## config.mk

```make
export PLATFORM = sky130hd
export DESIGN_NAME = ttl_cache_slot_policy_unit
export DESIGN_NICKNAME = d
export VERILOG_FILES = /design/src/rtl/core/tcsp_pkg.sv /design/src/rtl/core/tcsp_store.sv /design/src/rtl/core/ttl_cache_slot_policy_unit.sv
export SDC_FILE = /design/constraint.sdc
export NUM_CORES = 1
export LEC_CHECK = 0
export ABC_AREA = 1
export BUFFER_PORTS_ARGS = -buffer_cell sky130_fd_sc_hd__buf_2
export CAP_MARGIN = 15
export CORE_MARGIN = 10
export CORE_UTILIZATION = 58
export CTS_CLUSTER_SIZE = 10
export DETAILED_ROUTE_END_ITERATION = 6
export PLACE_DENSITY = 0.74
export SLEW_MARGIN = 20
export SYNTH_ARGS = -nofsm -noshare
export SYNTH_HDL_FRONTEND = slang
export SYNTH_SLANG_ARGS = --single-unit
```

## constraint.sdc

```tcl
create_clock -name i_clk -period 9.4 [get_ports i_clk]
set_clock_uncertainty 0.1 [all_clocks]
set_input_delay 2.82 -clock i_clk [delete_from_list [all_inputs] [get_ports i_clk]]
set_output_delay 2.82 -clock i_clk [all_outputs]
set_load 0.05 [all_outputs]
```

## src/rtl/core/tcsp_pkg.sv

```systemverilog
// Package for the TTL cache slot policy unit.
// Holds widths, command codes and the payload and control struct types.
// Used by tcsp_store and ttl_cache_slot_policy_unit; depends on nothing.
package tcsp_pkg;

    localparam int KEY_W       = 64;
    localparam int TTL_W       = 7;
    localparam int SLOT_W      = 4;
    localparam int ENTRIES_DEF = 16;

    localparam logic [TTL_W-1:0] TTL_MAX   = '1;
    localparam logic [TTL_W-1:0] TTL_RESET = 7'd1;

    localparam logic CMD_LOOKUP = 1'b0;
    localparam logic CMD_TICK   = 1'b1;

    typedef struct packed {
        logic             command;
        logic [KEY_W-1:0] key;
    } t_item;

    typedef struct packed {
        logic              hit;
        logic [SLOT_W-1:0] slot;
    } t_result;

    typedef struct packed {
        logic ttl_en;
        logic key_en;
    } t_wr_ctl;

endpackage

```

## src/rtl/core/tcsp_store.sv

```systemverilog
// Slot store: synchronous TTL and key memories with registered read data.
// TTL entries carry valid bits so that never-written slots read as empty.
// Depends on tcsp_pkg.
module tcsp_store #(
    parameter int ENTRIES = tcsp_pkg::ENTRIES_DEF,
    parameter int IW      = $clog2(ENTRIES)
) (
    input  logic                       i_clk,
    input  logic                       i_rst_n,
    input  logic [IW-1:0]              i_rd_addr,
    output logic [tcsp_pkg::TTL_W-1:0] o_rd_ttl,
    output logic [tcsp_pkg::KEY_W-1:0] o_rd_key,
    input  tcsp_pkg::t_wr_ctl          i_wr_ctl,
    input  logic [IW-1:0]              i_wr_addr,
    input  logic [tcsp_pkg::TTL_W-1:0] i_wr_ttl,
    input  logic [tcsp_pkg::KEY_W-1:0] i_wr_key
);

    logic [tcsp_pkg::TTL_W-1:0] r_ttl_mem [ENTRIES];
    logic [tcsp_pkg::KEY_W-1:0] r_key_mem [ENTRIES];
    logic [ENTRIES-1:0]         r_vld;
    logic [tcsp_pkg::TTL_W-1:0] r_rd_ttl;
    logic [tcsp_pkg::KEY_W-1:0] r_rd_key;
    logic                       r_rd_vld;

    always_ff @(posedge i_clk) begin
        if (i_wr_ctl.ttl_en) begin
            r_ttl_mem[i_wr_addr] <= i_wr_ttl;
        end
        if (i_wr_ctl.key_en) begin
            r_key_mem[i_wr_addr] <= i_wr_key;
        end
        r_rd_ttl <= r_ttl_mem[i_rd_addr];
        r_rd_key <= r_key_mem[i_rd_addr];
        r_rd_vld <= r_vld[i_rd_addr];
    end

    always_ff @(posedge i_clk) begin
        if (!i_rst_n) begin
            r_vld <= '0;
        end else if (i_wr_ctl.ttl_en) begin
            r_vld[i_wr_addr] <= 1'b1;
        end
    end

    assign o_rd_ttl = r_rd_vld ? r_rd_ttl : '0;
    assign o_rd_key = r_rd_key;

endmodule

```

## src/rtl/core/ttl_cache_slot_policy_unit.sv

```systemverilog
// Top level of the TTL cache slot policy unit: command port, scan control.
// Instantiates tcsp_store; depends on tcsp_pkg.
//
// The unit takes one command at a time and holds busy high while it works.
// A lookup or tick walks the slots in index order, one slot read per cycle
// from the slot store; a tick or a missing lookup occupies the unit until
// the last slot has been checked and busy falls, and a lookup that hits
// slot k frees it once slot k has been checked. A lookup gives one result
// transfer, strobed by o_valid for a single cycle as busy falls; the receiver
// must take it then, since it cannot stall the unit. A tick gives no result.
// The TTL start value may be written only while busy is low.
module ttl_cache_slot_policy_unit #(
    parameter int ENTRIES = tcsp_pkg::ENTRIES_DEF
) (
    input  logic                       i_clk,
    input  logic                       i_rst_n,
    input  logic                       start,
    output logic                       busy,
    input  tcsp_pkg::t_item            i_item,
    output logic                       o_valid,
    output tcsp_pkg::t_result          o_result,
    input  logic                       i_cfg_we,
    input  logic [tcsp_pkg::TTL_W-1:0] i_cfg_wdata
);

    localparam int IW = $clog2(ENTRIES);
    localparam logic [IW-1:0] LAST_IDX = IW'(ENTRIES - 1);

    localparam logic S_IDLE = 1'b0;
    localparam logic S_SCAN = 1'b1;

    logic                       r_state, n_state;
    logic                       r_cmd, n_cmd;
    logic [tcsp_pkg::KEY_W-1:0] r_key, n_key;
    logic                       r_issue, n_issue;
    logic [IW-1:0]              r_idx, n_idx;
    logic                       r_dv, n_dv;
    logic [IW-1:0]              r_didx, n_didx;
    logic [tcsp_pkg::TTL_W-1:0] r_best, n_best;
    logic [IW-1:0]              r_victim, n_victim;
    logic [tcsp_pkg::TTL_W-1:0] r_ttl_start, n_ttl_start;
    logic                       r_strobe, n_strobe;
    tcsp_pkg::t_result          r_result, n_result;

    logic [tcsp_pkg::TTL_W-1:0] rd_ttl;
    logic [tcsp_pkg::KEY_W-1:0] rd_key;
    tcsp_pkg::t_wr_ctl          wr_ctl;
    logic [IW-1:0]              wr_addr;
    logic [tcsp_pkg::TTL_W-1:0] wr_ttl;
    logic [tcsp_pkg::TTL_W-1:0] cand_best;
    logic [IW-1:0]              cand_victim;
    logic                       live;
    logic                       last;

    tcsp_store #(
        .ENTRIES (ENTRIES),
        .IW      (IW)
    ) u_store (
        .i_clk     (i_clk),
        .i_rst_n   (i_rst_n),
        .i_rd_addr (r_idx),
        .o_rd_ttl  (rd_ttl),
        .o_rd_key  (rd_key),
        .i_wr_ctl  (wr_ctl),
        .i_wr_addr (wr_addr),
        .i_wr_ttl  (wr_ttl),
        .i_wr_key  (r_key)
    );

    always_comb begin
        n_state     = r_state;
        n_cmd       = r_cmd;
        n_key       = r_key;
        n_issue     = r_issue;
        n_idx       = r_idx;
        n_dv        = 1'b0;
        n_didx      = r_idx;
        n_best      = r_best;
        n_victim    = r_victim;
        n_ttl_start = r_ttl_start;
        n_strobe    = 1'b0;
        n_result    = r_result;
        wr_ctl      = '0;
        wr_addr     = r_didx;
        wr_ttl      = '0;
        live        = (rd_ttl != '0);
        last        = (r_didx == LAST_IDX);
        cand_best   = r_best;
        cand_victim = r_victim;

        if (i_cfg_we) begin
            n_ttl_start = i_cfg_wdata;
        end

        case (r_state)
            S_IDLE: begin
                if (start) begin
                    n_state  = S_SCAN;
                    n_cmd    = i_item.command;
                    n_key    = i_item.key;
                    n_idx    = '0;
                    n_issue  = 1'b1;
                    n_best   = tcsp_pkg::TTL_MAX;
                    n_victim = '0;
                end
            end
            S_SCAN: begin
                if (r_issue) begin
                    n_dv   = 1'b1;
                    n_didx = r_idx;
                    if (r_idx == LAST_IDX) begin
                        n_issue = 1'b0;
                    end else begin
                        n_idx = r_idx + IW'(1);
                    end
                end
                if (r_dv) begin
                    if (r_cmd == tcsp_pkg::CMD_TICK) begin
                        if (live) begin
                            wr_ctl.ttl_en = 1'b1;
                            wr_ttl        = rd_ttl - tcsp_pkg::TTL_W'(1);
                        end
                        if (last) begin
                            n_state = S_IDLE;
                        end
                    end else if (live && rd_key == r_key) begin
                        n_state         = S_IDLE;
                        n_issue         = 1'b0;
                        n_dv            = 1'b0;
                        n_strobe        = 1'b1;
                        n_result.hit    = 1'b1;
                        n_result.slot   = tcsp_pkg::SLOT_W'(r_didx);
                    end else begin
                        if (!live) begin
                            cand_best   = '0;
                            cand_victim = r_didx;
                        end else if (rd_ttl < r_best) begin
                            cand_best   = rd_ttl;
                            cand_victim = r_didx;
                        end
                        n_best   = cand_best;
                        n_victim = cand_victim;
                        if (last) begin
                            n_state       = S_IDLE;
                            wr_ctl.ttl_en = 1'b1;
                            wr_ctl.key_en = 1'b1;
                            wr_addr       = cand_victim;
                            wr_ttl        = r_ttl_start;
                            n_strobe      = 1'b1;
                            n_result.hit  = 1'b0;
                            n_result.slot = tcsp_pkg::SLOT_W'(cand_victim);
                        end
                    end
                end
            end
            default: begin
                n_state = S_IDLE;
            end
        endcase
    end

    always_ff @(posedge i_clk) begin
        if (!i_rst_n) begin
            r_state     <= S_IDLE;
            r_issue     <= 1'b0;
            r_dv        <= 1'b0;
            r_strobe    <= 1'b0;
            r_ttl_start <= tcsp_pkg::TTL_RESET;
        end else begin
            r_state     <= n_state;
            r_issue     <= n_issue;
            r_dv        <= n_dv;
            r_strobe    <= n_strobe;
            r_ttl_start <= n_ttl_start;
        end
    end

    always_ff @(posedge i_clk) begin
        r_cmd    <= n_cmd;
        r_key    <= n_key;
        r_idx    <= n_idx;
        r_didx   <= n_didx;
        r_best   <= n_best;
        r_victim <= n_victim;
        r_result <= n_result;
    end

    assign busy     = (r_state != S_IDLE);
    assign o_valid  = r_strobe;
    assign o_result = r_result;

    a_no_back_to_back_results : assert property (
        @(posedge i_clk) disable iff (!i_rst_n)
        r_strobe |=> !r_strobe
    ) else $error("two result transfers in consecutive cycles");

    a_result_only_for_lookup : assert property (
        @(posedge i_clk) disable iff (!i_rst_n)
        r_strobe |-> (r_cmd == tcsp_pkg::CMD_LOOKUP)
    ) else $error("result transfer produced by a tick");

    a_write_needs_read_data : assert property (
        @(posedge i_clk) disable iff (!i_rst_n)
        (wr_ctl.ttl_en || wr_ctl.key_en) |-> (r_state == S_SCAN && r_dv)
    ) else $error("store written without slot data in hand");

    a_read_pipeline_order : assert property (
        @(posedge i_clk) disable iff (!i_rst_n)
        (r_state == S_SCAN && r_dv && r_issue) |-> (r_idx == r_didx + IW'(1))
    ) else $error("read address out of step with checked slot");

    a_busy_after_accept : assert property (
        @(posedge i_clk) disable iff (!i_rst_n)
        (start && !busy) |=> busy
    ) else $error("busy not raised after command transfer");

endmodule
```

-- Word level (Yosys, flattened, before mapping)
Memory sizes are Yosys's and may differ from the RTL's. A register that Yosys moved wholly into a read port is not among the register bits.
Cells that the tools add are included.
- output and inout port bits: 7
- register bits after elaboration: 117
- latch bits: 0
- memories: 2
- bits in read-only memories: 0
- bits in writable memories: 1136
- word-level logic and storage cells: 114
- memories (name ; depth ; width ; rd ports ; clocked after memory_dff ; write ports ; line ; RTL):
    u_store.r_key_mem ; 16 ; 64 ; 1 ; 1 ; 1 ; tcsp_store.sv:20 ; logic [tcsp_pkg::KEY_W-1:0] r_key_mem [ENTRIES];
    u_store.r_ttl_mem ; 16 ; 7 ; 1 ; 1 ; 1 ; tcsp_store.sv:19 ; logic [tcsp_pkg::TTL_W-1:0] r_ttl_mem [ENTRIES];
- reduce and logical (&&, ||, !) cells: 11
- bitwise gates (word level): 5
- magnitude comparators: 4
- add/subtract/negate cells: 2
- multipliers: 0
- divide/modulo/power cells: 0
- multiplexer cells: 65
- equal/unequal tests: 10
- shift operators: 0
- operator list (kind ; count):
    two-way mux 7 bit ; 13
    equality test 64 bit ; 1
    two-way mux 4 bit ; 14
    two-way mux 1 bit ; 26
    bitwise OR 16 bit ; 1
    case mux 4 bit (2 select lines) ; 2
    case mux 7 bit (2 select lines) ; 1
    < comparator 4 x 5 -> 1 bit (second input constant) ; 2
    equality test 4 bit (second input constant) ; 2
    two-way mux 2 bit ; 4
    inequality test 2 bit (second input constant) ; 4
    AND reduction 4 bit ; 2
    < comparator 7 bit ; 1
    nonzero test 7 bit ; 1
    subtractor 7 x 1 -> 7 bit (second input constant) ; 1
    two-way mux 5 bit ; 1
    AND reduction 5 bit ; 1
    adder 4 x 1 -> 4 bit (second input constant) ; 1
    binary-select mux 1 bit (select 4 bit) ; 1
    demux 1 bit (select 4 bit) ; 1
    >= comparator 4 x 1 -> 1 bit (second input constant) ; 1
    inequality test 2 x 1 -> 1 bit (second input constant) ; 2
    inverter 1 bit ; 4
    case mux 1 bit (2 select lines) ; 2
    other kinds (6) ; 8

-- Depth between registers and ports, before layout
- depth after elaboration: 14
- mapped depth: 19

-- Cells and area by module
From an unflattened synthesis, not the netlist that was laid out.
- cells, all modules: 5342
- area, all modules: 56047.5 um^2
- modules (own cells, without submodules) (module ; cells an instance ; sequential area each (um^2) ; times used ; area each (um^2)):
    tcsp_store ; 4818 ; 35874.4 ; 1 ; 51169.1
    ttl_cache_slot_policy_unit ; 524 ; 2852.7 ; 1 ; 4878.4

-- Worst setup path before layout
OpenSTA, ideal clock, no wires.
- path kind: reg2reg
- start point: register u_store.r_rd_vld
- end point: memory u_store.r_key_mem[2][0] (netlist bit), enable pin
- stages on the path, launching flop included: 16
- required time: 8656 ps
- setup slack: 862 ps
- path buffers: 1
- period minus slack after synthesis: 8538 ps
- data arrival time: 7795 ps
- cell sequence: dfxtp_1 -> buf_6 -> nand2_1 -> inv_1 -> ha_1 -> nand3_1 -> nor2_1 -> nor2_1 -> nand2_2 -> nand2_4 -> nand2_1 -> nand2_2 -> nand4_1 -> nand2_2 -> nand2_2 -> nor4_1
- cells in the longest elaborated chain, start to end: 9
- elaborated cells between the ends (all ways): 17
- ends and longest elaborated chain (what ; line ; RTL):
    from (decl) ; tcsp_store.sv:24 ; logic r_rd_vld;
    from (signal assigned) ; tcsp_store.sv:35 ; r_rd_vld <= r_vld[i_rd_addr];
    two-way mux 7 bit (*) ; tcsp_store.sv:46 ; assign o_rd_ttl = r_rd_vld ? r_rd_ttl : '0;
    < comparator 7 bit or nonzero test 7 bit (tied branches) ; ttl_cache_slot_policy_unit.sv:137, ttl_cache_slot_policy_unit.sv:86 ;
    two-way mux 4 bit or logical AND 1 bit (tied branches) ; ttl_cache_slot_policy_unit.sv:137, ttl_cache_slot_policy_unit.sv:126 ;
    two-way mux 4 bit or two-way mux 2 bit (tied branches) ; ttl_cache_slot_policy_unit.sv:134, ttl_cache_slot_policy_unit.sv:126 ;
    two-way mux 4 bit or two-way mux 1 bit (tied branches) ; ttl_cache_slot_policy_unit.sv:143, ttl_cache_slot_policy_unit.sv:118 ;
    two-way mux 4 bit or two-way mux 2 bit (tied branches) ; ttl_cache_slot_policy_unit.sv:126, ttl_cache_slot_policy_unit.sv:117 ;
    two-way mux 4 bit or two-way mux 2 bit (tied branches) ; ttl_cache_slot_policy_unit.sv:118, ttl_cache_slot_policy_unit.sv:95 ;
    two-way mux 4 bit or two-way mux 1 bit (tied branches) ; ttl_cache_slot_policy_unit.sv:117, tcsp_store.sv:30 ;
    two-way mux 4 bit or two-way mux 1 bit (tied branches) ; ttl_cache_slot_policy_unit.sv:95, tcsp_store.sv:31 ;
    to (decl) ; tcsp_store.sv:20 ;
Mark *: on every way between the ends. The rest lies on a longest branch, timed or not.

-- Final worst setup path
- start point: register r_key[1] (netlist bit)
- end point: memory u_store.r_key_mem[11][12] (netlist bit), enable pin
- cells in the longest elaborated chain, start to end: 8
- elaborated cells between the ends (all ways): 12
- ends and longest elaborated chain (what ; line ; RTL):
    from (decl) ; ttl_cache_slot_policy_unit.sv:34 ; logic [tcsp_pkg::KEY_W-1:0] r_key, n_key;
    from (signal assigned) ; ttl_cache_slot_policy_unit.sv:180 ; r_key <= n_key;
    equality test 64 bit (*) ; ttl_cache_slot_policy_unit.sv:126 ; end else if (live && rd_key == r_key) begin
    logical AND 1 bit (*) ; ttl_cache_slot_policy_unit.sv:126 ;
    two-way mux 2 bit ; ttl_cache_slot_policy_unit.sv:126 ;
    two-way mux 1 bit ; ttl_cache_slot_policy_unit.sv:118 ; if (r_cmd == tcsp_pkg::CMD_TICK) begin
    two-way mux 2 bit ; ttl_cache_slot_policy_unit.sv:117 ; if (r_dv) begin
    two-way mux 2 bit ; ttl_cache_slot_policy_unit.sv:95 ; case (r_state)
    two-way mux 1 bit ; tcsp_store.sv:30 ; if (i_wr_ctl.key_en) begin
    two-way mux 1 bit (implied by the code) ; tcsp_store.sv:31 ; r_key_mem[i_wr_addr] <= i_wr_key;
Marked as above.

==> impl_metrics.json <==
{
  "die_area_um2": 99800,
  "critical-path-slowest-cell": "sky130_fd_sc_hd__buf_4",
  "ratio_of_cells_with_drive_above_1_in_the_final_layout_pct": 9.04,
  "timing.critical_path.arrival_ps": 5130,
  "syn-cell-area_um2": 50800,
  "post-route-worst-setup-slack_ps": 4530,
  "worst_hold_path_type": "reg -> reg",
  "cts_inserted_buffers": 151,
  "synthArstFlopShare_pct": 0,
  "post_drt_wl_per_cell_um": 23.3,
  "route.antenna.remaining_nets": 0,
  "pre_cts_ws_ps": 4260,
  "critical_path.max_fanout": 48,
  "synth.top_cells.by_area": "sky130_fd_sc_hd__edfxtp_1 72%, sky130_fd_sc_hd__o21ai_0 5.9%, sky130_fd_sc_hd__nor2_1 5.0%",
  "post_synth.cell_area_avg_um2": 13.1,
  "layout.core_utilization_pct": 65.5,
  "outcome": "finished, final reports clean",
  "timing.critical_path.cells": "nand2_1 -> inv_1 -> nor2_1 -> nor2_1 -> nand2_1 -> nor2_1 -> nand2_1 -> nor2_1 -> nand3_2 -> nand4_1 -> nand2_4 -> nor2_8 -> nand2_1 -> nor2_4 -> buf_4",
  "fin_crit_sh_pct": 51.8,
  "clock_network_latency_to_the_later_pin_of_the_worst_skew_pair_ps": 760,
  "gr-usage-all-layers_pct": 24.0,
  "final_net_count": 4008,
  "fin_setup_tns_ps": 0,
  "via_count": 31855,
  "io_pins": 83,
  "synthTopCellsByCount": "1221 x sky130_fd_sc_hd__edfxtp_1, 671 x sky130_fd_sc_hd__nor2_1, 596 x sky130_fd_sc_hd__o21ai_0, 326 x sky130_fd_sc_hd__nand2_1, 214 x sky130_fd_sc_hd__clkbuf_1",
  "timing_worst_setup_path_type": "reg -> reg",
  "cell_type_with_the_highest_aggregate_area_in_the_netlist": "sky130_fd_sc_hd__edfxtp_1",
  "clock-sinks": 1324,
  "ctsHtreeMaxLevel": 4,
  "ir_worst_vdd_v": 0.000199,
  "power.static_leakage_nw": 19.3,
  "gpl.final_weighted_congestion": 0.792,
  "synth_warnings": 0,
  "required_time_reported_for_the_critical_path_endpoint_ps": 9660,
  "slew_headroom_pct": 13.8,
  "grt_start_max_net_pins": 250,
  "drt_first_pass_iters": 6,
  "cpPeakStageDelay_ps": 890,
  "detail_route.drc_violations": 0,
  "hold-worst-slack_ps": 347,
  "netlist.area_leader.share_pct": 72.2,
  "grt_first_pass_wirelength_um": 183000,
  "tritoncts_clock_tree": "done",
  "dieWidth_um": 316,
  "critical_path.top_delay_family": "simple AND/OR/NAND/NOR gates",
  "post-route-min-period_ps": 4870,
  "report.final.slew_viol_count": 0,
  "most_common_flop_cell_mapped_by_yosys": "sky130_fd_sc_hd__edfxtp_1",
  "clock_tree.root_cell": "sky130_fd_sc_hd__clkbuf_16",
  "io_buffer_count": 82,
  "worstMarginPinSlew_ps": 1290,
  "path_buf_inv": 2,
  "starting_drc_count_in_detailed_routing": 3880,
  "grt_antenna_before_repair": 3,
  "setup.worst_path.end_class": "flip-flop",
  "postSynthCellCount": 3876,
  "post_cts_hold_buffer_count": 0,
  "ys_seq_elements": 1324,
  "syn_to_final_growth_pct": 12.0,
  "pwr_density_cell_nw_per_um2": 228,
  "ys_types": 38,
  "setup-violations-final": 0,
  "yosysMostFrequentCell": "sky130_fd_sc_hd__edfxtp_1",
  "number_of_cell_rows": 108,
  "sequential_area_share_after_synthesis_pct": 76.2,
  "hpwl_um": 58800,
  "cap_viol_max_count": 0,
  "fp.dieH_um": 316,
  "floorplan.core_area_um2": 86900,
  "cts_max_path_buffers": 3,
  "post_synth_edffs": 1221,
  "start_kind": "flip-flop",
  "cts_repair_resize_count": 0,
  "rsz0062_at_grt": "no",
  "syn-num-nets": 3956,
  "post_cts.repair.setup_buffers": 0,
  "initial_core_util_pct": 58.5,
  "hold_viol": 0,
  "clk_transition_reported_paths_ps": 60,
  "number_of_global_route_vias_before_repair": 30974,
  "vias_per_cell": 6.12,
  "globalRouteOverflowTotal": 0,
  "timing.fmax_mhz": 205,
  "design_power_total_mw": 13.0,
  "postRouteWirelength_um": 122000
}
-- flip-flops by register name (all words and copies together), names as in the netlist, 4 cells and up --
signal,count
u_store.r_key_mem,1024
u_store.r_ttl_mem,112
r_key,64
u_store.o_rd_key,64
u_store.r_vld,16
r_best,7
r_ttl_start,7
u_store.r_rd_ttl,7
o_result,5
r_didx,4
r_idx,4
r_victim,4
-- kinds of logic after synthesis --
family / after synthesis / synth area share (%)
AND/OR/NAND/NOR: 1191 / 9.57
XOR/XNOR: 28 / 0.483
adder cells (fa/ha/maj): 4 / 0.0985
flip-flops: 1324 / 76.2
buffers and inverters: 381 / 2.84
AO/OA/AOI/OAI: 948 / 10.8
-- final cells by class --
| class | instances | area [um^2] |
|---|---|---|
| sequential | 1324 | 38700 |
| clock buffer | 264 | 4310 |
| antenna | 1 | 2.50 |
| fill | 5943 | 30000 |
| timing repair buffer | 135 | 853 |
| clock inverter | 11 | 209 |
| inverter | 145 | 564 |
| multi-input combinational | 2171 | 10800 |
| tap | 1155 | 1450 |
-- per-layer routing --
layer / wire (um) / up-vias / GRT usage [%]
li1: - / 14339 / -
met1: 48100 / 15652 / 32.0
met2: 59400 / 1588 / 39.4
met3: 10300 / 272 / 4.03
met4: 3790 / 4 / 9.12
met5: 24 / - / 0
-- report_power, final --
part | switching (mW) | leakage, nW | internal (mW)
registers | 0.119 | 12.1 | 6.54
clock network | 2.24 | 2.14 | 3.11
logic | 0.677 | 4.99 | 0.281
-- worst min-delay path, stage by stage, from the launching register on --
cell and delay, ps:
sky130_fd_sc_hd__dfxtp_1 300, sky130_fd_sc_hd__inv_1 40, sky130_fd_sc_hd__a21oi_1 50
-- stage by stage --
step | area (um^2) | std cells
CTS | 56900 | 5205
finish | 56900 | 5206
global route | 56900 | 5206
floorplan | 50800 | 3876
global placement | 52300 | 4930
detailed placement | 52300 | 4930
-- placed cells by master (no fill, tap or decap), types with 2 or more instances in the layout --
| cell | instances |
|---|---|
| sky130_fd_sc_hd__nand3_1 | 147 |
| sky130_fd_sc_hd__clkbuf_16 | 155 |
| sky130_fd_sc_hd__inv_8 | 2 |
| sky130_fd_sc_hd__nor2_4 | 18 |
| sky130_fd_sc_hd__nor4_2 | 3 |
| sky130_fd_sc_hd__o21ai_0 | 596 |
| sky130_fd_sc_hd__nor2_2 | 5 |
| sky130_fd_sc_hd__buf_6 | 2 |
| sky130_fd_sc_hd__buf_4 | 48 |
| sky130_fd_sc_hd__dfxtp_1 | 103 |
| sky130_fd_sc_hd__edfxtp_1 | 1221 |
| sky130_fd_sc_hd__nand2_2 | 11 |
| sky130_fd_sc_hd__o21bai_1 | 3 |
| sky130_fd_sc_hd__nor3_1 | 3 |
| sky130_fd_sc_hd__nand2_4 | 6 |
| sky130_fd_sc_hd__a21oi_1 | 35 |
| sky130_fd_sc_hd__nand4_1 | 5 |
| sky130_fd_sc_hd__nor2_1 | 657 |
| sky130_fd_sc_hd__o211ai_1 | 25 |
| sky130_fd_sc_hd__clkbuf_1 | 107 |
| sky130_fd_sc_hd__o221ai_1 | 117 |
| sky130_fd_sc_hd__xor2_1 | 28 |
| sky130_fd_sc_hd__inv_1 | 133 |
| sky130_fd_sc_hd__nand3b_1 | 2 |
| sky130_fd_sc_hd__clkbuf_8 | 2 |
| sky130_fd_sc_hd__nand3_2 | 2 |
| sky130_fd_sc_hd__o22ai_1 | 167 |
| sky130_fd_sc_hd__clkinv_8 | 5 |
| sky130_fd_sc_hd__nor3_2 | 2 |
| sky130_fd_sc_hd__inv_2 | 8 |
| sky130_fd_sc_hd__inv_4 | 2 |
| sky130_fd_sc_hd__ha_1 | 4 |
| sky130_fd_sc_hd__nand2_1 | 326 |
| sky130_fd_sc_hd__buf_2 | 82 |
| sky130_fd_sc_hd__buf_12 | 3 |
| sky130_fd_sc_hd__clkinv_16 | 3 |
| sky130_fd_sc_hd__inv_6 | 2 |
-- final timing paths --
kind	startpoint	to	slack (ps)	depth (start not counted)
worst max-delay path	r_key[1]	u_store.r_key_mem[11][12]	4530	15
worst min-delay path	u_store.r_vld[11]	u_store.r_vld[11]	350	2
worst max register to register	r_key[1]	u_store.r_key_mem[11][12]	4530	15
worst min register to register	u_store.r_vld[11]	u_store.r_vld[11]	350	2
(Power assumes the default switching activity.)
